## config.mk

```make
export PLATFORM = sky130hd
export DESIGN_NAME = serial_packet_deframer
export DESIGN_NICKNAME = d
export VERILOG_FILES = /design/src/design/spd_pkg.sv /design/src/design/serial_packet_deframer.sv
export SDC_FILE = /design/constraint.sdc
export NUM_CORES = 1
export LEC_CHECK = 0
export ABC_AREA = 1
export BUFFER_PORTS_ARGS = -buffer_cell sky130_fd_sc_hd__buf_2
export CORE_MARGIN = 2
export CORE_UTILIZATION = 55
export DETAILED_ROUTE_END_ITERATION = 10
export PLACE_DENSITY_LB_ADDON = 0.25
export SYNTH_ARGS = -nofsm -noshare
export SYNTH_HDL_FRONTEND = slang
export SYNTH_SLANG_ARGS = --single-unit
```

## constraint.sdc

```tcl
create_clock -name aclk -period 2.35 [get_ports aclk]
set_input_delay 0.235 -clock aclk [delete_from_list [all_inputs] [get_ports aclk]]
set_output_delay 0.235 -clock aclk [all_outputs]
set_load 0.02 [all_outputs]
```

## src/design/spd_pkg.sv

```systemverilog
// Shared types and constants for the serial packet deframer.
// Depends on nothing; used by serial_packet_deframer.
package spd_pkg;

    // Result status codes reported with every received byte.
    typedef enum logic [2:0] {
        ST_BUSY   = 3'd0,
        ST_OK     = 3'd1,
        ST_WAIT   = 3'd2,
        ST_BADLEN = 3'd3,
        ST_BADSUM = 3'd4,
        ST_BADEND = 3'd5
    } status_t;

    // Configuration register indexes.
    typedef enum logic [1:0] {
        CFG_START_BYTE = 2'd0,
        CFG_END_BYTE   = 2'd1,
        CFG_MAX_LENGTH = 2'd2
    } cfg_index_t;

    localparam int unsigned CFG_INDEX_W = 2;
    localparam int unsigned BYTE_W      = 8;

    // Register reset values.
    localparam logic [BYTE_W-1:0] START_BYTE_RESET = 8'h01;
    localparam logic [BYTE_W-1:0] END_BYTE_RESET   = 8'h04;
    localparam logic [BYTE_W-1:0] MAX_LENGTH_RESET = 8'd64;

    // Smallest legal frame: start, length, type, checksum, end.
    localparam logic [BYTE_W-1:0] MIN_FRAME_LEN = 8'd5;
    // Position of the first data byte in a frame.
    localparam logic [BYTE_W-1:0] DATA_START_POS = 8'd3;

endpackage

```

## src/design/serial_packet_deframer.sv

```systemverilog
// Serial packet deframer top level: input register, frame parser and result register.
// Depends on spd_pkg for status codes, register indexes and frame constants.
//
//  Channel   Direction  Handshake           Payload
//  -------   ---------  ------------------  ---------------------------------------------
//  s_        in         s_valid / s_ready   s_rx_byte
//  m_        out        m_valid / m_ready   m_status, m_data_*, m_type_valid, m_frame_type,
//                                           m_length_valid, m_payload_length
//  cfg_      in         cfg_wr_en           cfg_addr, cfg_wdata (no read-back)
//
// One request is accepted per cycle while s_ready is high; each request yields exactly one
// result, passing the input register and then the result register. The rate is set by the
// two-stage register pipeline: the parser state is updated as a byte moves from the
// input register to the result register, so consecutive bytes see each other's state.
// A stall on the result side first fills the result register, then the input register,
// and only then drops s_ready. Reset (aresetn low, synchronous) empties both stages,
// returns the parser to waiting for a start byte and loads the register defaults.

module serial_packet_deframer (
    input  logic                                aclk,
    input  logic                                aresetn,

    input  logic                                s_valid,
    output logic                                s_ready,
    input  logic [spd_pkg::BYTE_W-1:0]          s_rx_byte,

    output logic                                m_valid,
    input  logic                                m_ready,
    output logic [2:0]                          m_status,
    output logic                                m_data_valid,
    output logic [spd_pkg::BYTE_W-1:0]          m_data_index,
    output logic [spd_pkg::BYTE_W-1:0]          m_data_byte,
    output logic                                m_type_valid,
    output logic [spd_pkg::BYTE_W-1:0]          m_frame_type,
    output logic                                m_length_valid,
    output logic [spd_pkg::BYTE_W-1:0]          m_payload_length,

    input  logic                                cfg_wr_en,
    input  logic [spd_pkg::CFG_INDEX_W-1:0]     cfg_addr,
    input  logic [spd_pkg::BYTE_W-1:0]          cfg_wdata
);

    localparam int unsigned W = spd_pkg::BYTE_W;

    // Configuration registers.
    logic [W-1:0] start_byte_reg;
    logic [W-1:0] end_byte_reg;
    logic [W-1:0] max_length_reg;

    // Input stage.
    logic         in_valid_reg;
    logic [W-1:0] in_byte_reg;

    // Parser state.
    logic [W-1:0] pos_reg,  pos_next;
    logic [W-1:0] sum_reg,  sum_next;
    logic [W-1:0] flen_reg, flen_next;

    // Result stage.
    logic             out_valid_reg;
    spd_pkg::status_t status_reg,  status_next;
    logic             dv_reg,      dv_next;
    logic [W-1:0]     di_reg,      di_next;
    logic [W-1:0]     db_reg,      db_next;
    logic             tv_reg,      tv_next;
    logic [W-1:0]     ft_reg,      ft_next;
    logic             lv_reg,      lv_next;
    logic [W-1:0]     pl_reg,      pl_next;

    logic out_free;
    logic move;

    // The input stage hands its byte on whenever the result stage is empty or is
    // being drained in this same cycle.
    assign out_free = !out_valid_reg || m_ready;
    assign move     = in_valid_reg && out_free;
    assign s_ready  = !in_valid_reg || move;

    // Frame parser. Positions are compared with one extra bit so that the checks
    // near the end of a maximum-length frame cannot wrap.
    always_comb begin
        logic [W:0] pos_ext;
        logic [W:0] flen_ext;
        logic       advance;

        pos_ext   = {1'b0, pos_reg};
        flen_ext  = {1'b0, flen_reg};
        advance   = 1'b1;

        pos_next    = pos_reg;
        sum_next    = sum_reg;
        flen_next   = flen_reg;
        status_next = spd_pkg::ST_BUSY;
        dv_next     = 1'b0;
        di_next     = '0;
        db_next     = '0;
        tv_next     = 1'b0;
        ft_next     = '0;
        lv_next     = 1'b0;
        pl_next     = '0;

        if (pos_reg == W'(0)) begin
            if (in_byte_reg != start_byte_reg) begin
                status_next = spd_pkg::ST_WAIT;
                advance     = 1'b0;
            end else begin
                sum_next = in_byte_reg;
            end
        end else if (pos_reg == W'(1)) begin
            if (in_byte_reg < spd_pkg::MIN_FRAME_LEN || in_byte_reg > max_length_reg) begin
                pos_next    = '0;
                status_next = spd_pkg::ST_BADLEN;
                advance     = 1'b0;
            end else begin
                sum_next  = sum_reg + in_byte_reg;
                flen_next = in_byte_reg;
                lv_next   = 1'b1;
                pl_next   = in_byte_reg - spd_pkg::MIN_FRAME_LEN;
            end
        end else if (pos_reg == W'(2)) begin
            tv_next  = 1'b1;
            ft_next  = in_byte_reg;
            sum_next = sum_reg + in_byte_reg;
        end else if (pos_ext + (W+1)'(2) == flen_ext) begin
            // Checksum byte.
            if (sum_reg != in_byte_reg) begin
                pos_next    = '0;
                status_next = spd_pkg::ST_BADSUM;
                advance     = 1'b0;
            end
        end else if (pos_ext + (W+1)'(1) == flen_ext) begin
            // End byte closes the frame either way.
            pos_next    = '0;
            status_next = (in_byte_reg == end_byte_reg) ? spd_pkg::ST_OK
                                                        : spd_pkg::ST_BADEND;
            advance     = 1'b0;
        end else begin
            dv_next  = 1'b1;
            di_next  = pos_reg - spd_pkg::DATA_START_POS;
            db_next  = in_byte_reg;
            sum_next = sum_reg + in_byte_reg;
        end

        if (advance) begin
            pos_next = pos_reg + W'(1);
        end
    end

    // Configuration writes; an index beyond the register list is ignored.
    always_ff @(posedge aclk) begin
        if (!aresetn) begin
            start_byte_reg <= spd_pkg::START_BYTE_RESET;
            end_byte_reg   <= spd_pkg::END_BYTE_RESET;
            max_length_reg <= spd_pkg::MAX_LENGTH_RESET;
        end else if (cfg_wr_en) begin
            case (cfg_addr)
                spd_pkg::CFG_START_BYTE: start_byte_reg <= cfg_wdata;
                spd_pkg::CFG_END_BYTE:   end_byte_reg   <= cfg_wdata;
                spd_pkg::CFG_MAX_LENGTH: max_length_reg <= cfg_wdata;
                default: ;
            endcase
        end
    end

    // Pipeline control and parser state.
    always_ff @(posedge aclk) begin
        if (!aresetn) begin
            in_valid_reg  <= 1'b0;
            out_valid_reg <= 1'b0;
            pos_reg       <= '0;
            sum_reg       <= '0;
            flen_reg      <= '0;
        end else begin
            if (s_valid && s_ready) begin
                in_valid_reg <= 1'b1;
            end else if (move) begin
                in_valid_reg <= 1'b0;
            end

            if (move) begin
                out_valid_reg <= 1'b1;
                pos_reg       <= pos_next;
                sum_reg       <= sum_next;
                flen_reg      <= flen_next;
            end else if (m_ready) begin
                out_valid_reg <= 1'b0;
            end
        end
    end

    // Payload registers carry no reset.
    always_ff @(posedge aclk) begin
        if (s_valid && s_ready) begin
            in_byte_reg <= s_rx_byte;
        end
        if (move) begin
            status_reg <= status_next;
            dv_reg     <= dv_next;
            di_reg     <= di_next;
            db_reg     <= db_next;
            tv_reg     <= tv_next;
            ft_reg     <= ft_next;
            lv_reg     <= lv_next;
            pl_reg     <= pl_next;
        end
    end

    assign m_valid          = out_valid_reg;
    assign m_status         = status_reg;
    assign m_data_valid     = dv_reg;
    assign m_data_index     = di_reg;
    assign m_data_byte      = db_reg;
    assign m_type_valid     = tv_reg;
    assign m_frame_type     = ft_reg;
    assign m_length_valid   = lv_reg;
    assign m_payload_length = pl_reg;

    // Any result other than "in progress" leaves the parser waiting for a start byte.
    a_idle_after_end: assert property (@(posedge aclk) disable iff (!aresetn)
        (move && status_next != spd_pkg::ST_BUSY) |=> (pos_reg == '0))
        else $error("parser not back to waiting after a closing or error status");

    // A byte is at most one of length, type and data.
    a_one_role: assert property (@(posedge aclk) disable iff (!aresetn)
        out_valid_reg |-> $onehot0({dv_reg, tv_reg, lv_reg}))
        else $error("byte reported in more than one role");

    // A reported payload length agrees with the stored frame length.
    a_len_stored: assert property (@(posedge aclk) disable iff (!aresetn)
        (move && lv_next) |=> (flen_reg == pl_reg + spd_pkg::MIN_FRAME_LEN))
        else $error("stored frame length disagrees with reported payload length");

    // A byte in flight is never dropped while the result side stalls.
    a_no_drop: assert property (@(posedge aclk) disable iff (!aresetn)
        (in_valid_reg && !move) |=> (in_valid_reg && $stable(in_byte_reg)))
        else $error("input byte lost during a result stall");

endmodule

```

==> results summary <==
The run finished with clean final reports. The internal power summed over all cells is approximately 2.3 mW. The via count of the first global-routing pass is about 4100. The detail route stage leaves a number of antenna-violating nets equal to 0. The post-synthesis share of cell area spent on and, or, nand and nor gates came out at about a quarter. The worst relative slew slack is 61.0%. The fraction of the cycle the final worst path needs came out at 94.0%.

The core area came out at about 9000 sq um. The clock latency at the later pin of the worst-skew pair came out at 380 ps. The switching power summed over all nets is between 0.9 and 1 mW.

The chip width came out at about 100 um. The launch instance of the worst register-to-register path is in_byte_reg[3]$_DFFE_PP_. In this run the power density over the cells is 557 nW/um^2. The max-slew violation count is 0.

The buffer and inverter count on the worst path is 0. The final count of negative-setup-slack endpoints came out at 0. The maximum single-stage delay on the critical path is between 500 and 600 ps.

The share of final-layout standard cells stronger than drive strength 1 came out at a little over a fifth. Synthesis handed over a netlist of roughly 630 instances. The area of the die came out at 10100 sq um. Counting I/O delays and the setup requirement, the final critical path takes roughly 2200 ps. The final standard cell utilization of the core came out at around 65%.

The last weighted congestion value of the routability-driven placer is about 0.94. The least setup slack across all paths after layout came out at between 100 and 150 ps. Once placement finished, the instance area stood at between 5000 and 6000 sq um. By area, the combinational part of the netlist is dominated by simple AND/OR/NAND/NOR gates. For this run, the top clock speed supported by timing is approximately 450 MHz. The number of I/O pins is between 60 and 70. Sorting the synthesized cells by area gives the leading types as sky130_fd_sc_hd__edfxtp_1, sky130_fd_sc_hd__dfxtp_1, sky130_fd_sc_hd__nand2_1.

In this run the worst hold path is classified as in2reg. The critical path goes through ha_1 > a21oi_1 > o21ai_0 > nand2_1 > nand3_1 > nand2_1 > nand2_2 > a21oi_4 > nand2_4 > o21ai_0 > nor2_1. The number of antenna violations at the first check in global routing came out at 0.

The cell with the biggest individual delay on the critical path is sky130_fd_sc_hd__edfxtp_1. The portion of total power attributed to combinational logic came out at under 10%. The routed design has 12.5 mm of wire. The multiplexer share of the synthesized area came out at 0%. The required time of the critical path is between 2000 and 3000 ps. Counting tap cells, the placed design contains a total of 809 instances. The clock tree synthesis step divided the H-tree into 3 levels. The initial cell density of the core came out at 56.1%.

From synthesis to final layout, the design area changed by 15.1%. The routed layout has 4494 vias. Of all nets on the critical path, the largest fanout is 5. The worst-case vdd ir drop came out at roughly 0.00030 V.

The clock root buffer is sky130_fd_sc_hd__clkbuf_8. The startpoint of the tightest hold check path is s_rx_byte[4]. The predominant post-synthesis flop cell is sky130_fd_sc_hd__dfxtp_1. Clock tree synthesis inserted a total of 9 buffers. The critical path starts at in_byte_reg[3]$_DFFE_PP_.

The worst setup path is captured at a flip-flop. The number of different library cells in the post-synthesis netlist is 38. The clock passes through at most 2 buffers. The net count after synthesis is just under 700.

The arrival time of data at the critical path endpoint came out at approximately 2500 ps. The count of input and output buffers came out at between 60 and 70. The static leakage came out at 2.63 nW. The repair_antennas step left the layout with diodes totalling 0. The synthesized netlist devotes between 3 and 4% of its cell area to XOR and XNOR gates.

The number of flops mapped to enable cells by yosys came out at 46. The sequential cell area fraction in the yosys report is between 40% and 50%. The combined area of all synthesized cells is 5110 sq um.

The relative contribution of sequential cells to total power came out at 56.0%. Global routing finished with a remaining overflow of 0. The number of vias per cell is between 5 and 6. The worst setup path is of the reg2reg kind. The post-route cell area came out at about 5900 sq um. The final count of hold timing violations came out at 0. The synthesized-area fraction occupied by adder cells is 5.78%.

The detailed-placement wirelength estimate is around 9.2 mm. The mean instance size in the synthesized netlist is 8.07 sq um. The floorplan row count is 35. At the pin with the least slew margin, the transition time is between 500 and 600 ps.

The number of warnings issued by yosys came out at 0. The area share of the largest cell type after synthesis came out at a little over a quarter. STA classifies the critical path startpoint as a flip-flop.

For this block, the initial DRC count from the detailed router was around 300. TritonCTS built the clock tree. The max-capacitance violation count is 0. The completed layout was analyzed and its total power is about 3.3 mW.

At the placement stage, the worst setup path has a slack of between 100 and 150 ps. The clock skew after layout came out at between 15 and 20 ps. Of all flip-flops after synthesis, the portion carrying an async set or reset was 0%. The number of synthesized register bits came out at between 90 and 100. The floorplan step set the die height to between 100 and 150 um.

Across every metal layer, demand over resource in global routing totals approximately a quarter. The maximum number of pins on one net before global-route repair came out at 33. The number of clock sinks seen by CTS is 96.

Summing the areas of all compound-gate instances in the mapped netlist gives approximately a tenth of the synthesized area. The detailed-router iteration count before antenna repair is 6. The number of buffers added to fix hold violations after cts is 0. The cell family contributing the most delay on the critical path is compound AO/OA/AOI/OAI gates.

The proportion of total power due to net switching came out at 28.5%. The clock-pin slew reported for the worst setup and hold paths after clock tree synthesis came out at approximately 100 ps. After detailed routing, the average wire length per cell comes to about 15 um.

The number of design rule violations left after detail routing is 0. The biggest area contributor in the post-synthesis netlist is sky130_fd_sc_hd__edfxtp_1. The first-pass GRT wire length is 19.6 mm. The final layout net count came out at around 760.

For this run, the number of standard cells in the final layout without fillers is ~830. The power share of the clock group is roughly 34%.
==> Yosys cell counts (all sizes together), types with 10 or more instances <==
library cell and instances:
nor2 97, a21oi 49, inv 83, edfxtp 46, ha 22, nand3 35, xnor2 10, o21ai 51
dfxtp 50, nand4 11, nand2 135, or2 10, xor2 10
==> power groups by stage <==
stage | Combinational, mW | Clock [mW] | Sequential (mW)
after floorplan | 0.165 | 0 | 1.90
after global placement | 0.306 | 0 | 1.87
after detailed placement | 0.315 | 0 | 1.87
after CTS | 0.316 | 1.12 | 1.83
after global routing | 0.358 | 1.18 | 1.84
final | 0.326 | 1.12 | 1.84
==> final cells by class <==
| type | instances | area, sq um |
|---|---|---|
| clock buffer | 9 | 124 |
| clock inverter | 7 | 81.3 |
| fill | 777 | 3230 |
| inverter | 83 | 322 |
| multi-input combinational | 442 | 2370 |
| sequential | 96 | 2380 |
| tap | 111 | 139 |
| timing repair buffer | 81 | 465 |
==> routing by layer <==
layer | up-vias | track usage (%) | wire, um
met5 | - | 0 | 0
met4 | 0 | 9.17 | 316
met3 | 35 | 3.69 | 846
met2 | 202 | 42.3 | 5900
met1 | 2038 | 32.6 | 5470
li1 | 2219 | - | -
==> final timing paths <==
path / endpoint / slack, ps / cells past startpoint
max reg2reg: sum_reg[5]$_SDFFE_PN0P_ / 140 / 11
min: in_byte_reg[4]$_DFFE_PP_ / 30 / 1
min reg2reg: max_length_reg[2]$_SDFFE_PN0P_ / 470 / 2
max: sum_reg[5]$_SDFFE_PN0P_ / 140 / 11
==> metrics by stage <==
stage	setup TNS, ps	hold WS [ps]
final	0	33.7
after global routing	-41.7	30.2
after CTS	0	31.6
after detailed placement	0	413
after global placement	0	411
after floorplan	0	334
==> worst reg2reg max path, cell delays in order, from the launching register on <==
cell	delay (ps)
sky130_fd_sc_hd__edfxtp_1	510
sky130_fd_sc_hd__ha_1	340
sky130_fd_sc_hd__a21oi_1	160
sky130_fd_sc_hd__o21ai_0	100
sky130_fd_sc_hd__nand2_1	60
sky130_fd_sc_hd__nand3_1	60
sky130_fd_sc_hd__nand2_1	180
sky130_fd_sc_hd__nand2_2	110
sky130_fd_sc_hd__a21oi_4	240
sky130_fd_sc_hd__nand2_4	120
sky130_fd_sc_hd__o21ai_0	170
sky130_fd_sc_hd__nor2_1	50
==> logic make-up after synthesis <==
group,count (synthesis)
adder cells (fa/ha/maj),23
XOR/XNOR,20
AND/OR/NAND/NOR,296
buffers and inverters,96
flip-flops,96
AO/OA/AOI/OAI,102
==> cells in the final DEF (no fill, tap or decap), types with 2 or more instances in the layout <==
cell,count
sky130_fd_sc_hd__nand2_1,122
sky130_fd_sc_hd__dfxtp_1,48
sky130_fd_sc_hd__nand2_2,10
sky130_fd_sc_hd__nor2_1,92
sky130_fd_sc_hd__o21ai_2,2
sky130_fd_sc_hd__nand4_1,11
sky130_fd_sc_hd__or2_2,8
sky130_fd_sc_hd__o21ai_0,43
sky130_fd_sc_hd__a21oi_1,45
sky130_fd_sc_hd__clkinv_8,2
sky130_fd_sc_hd__nand2_4,4
sky130_fd_sc_hd__buf_2,62
sky130_fd_sc_hd__a21oi_2,3
sky130_fd_sc_hd__inv_4,2
sky130_fd_sc_hd__dfxtp_2,2
sky130_fd_sc_hd__nand3_2,2
sky130_fd_sc_hd__inv_2,8
sky130_fd_sc_hd__buf_4,18
sky130_fd_sc_hd__xnor2_1,10
sky130_fd_sc_hd__nor3_1,5
sky130_fd_sc_hd__xor2_1,10
sky130_fd_sc_hd__clkbuf_8,9
sky130_fd_sc_hd__inv_1,72
sky130_fd_sc_hd__nor2_2,4
sky130_fd_sc_hd__ha_1,21
sky130_fd_sc_hd__nand3_1,31
sky130_fd_sc_hd__nand3_4,2
sky130_fd_sc_hd__inv_8,2
sky130_fd_sc_hd__o21ai_1,6
sky130_fd_sc_hd__edfxtp_1,46
sky130_fd_sc_hd__inv_6,3
==> repair_timing <==
item | CTS | global route
endpoints found under the setup margin | 0 | 36
buffers inserted | 0 | 3
gates resized for setup | 0 | 18
No activity file was read; power rests on OpenSTA's default activity.
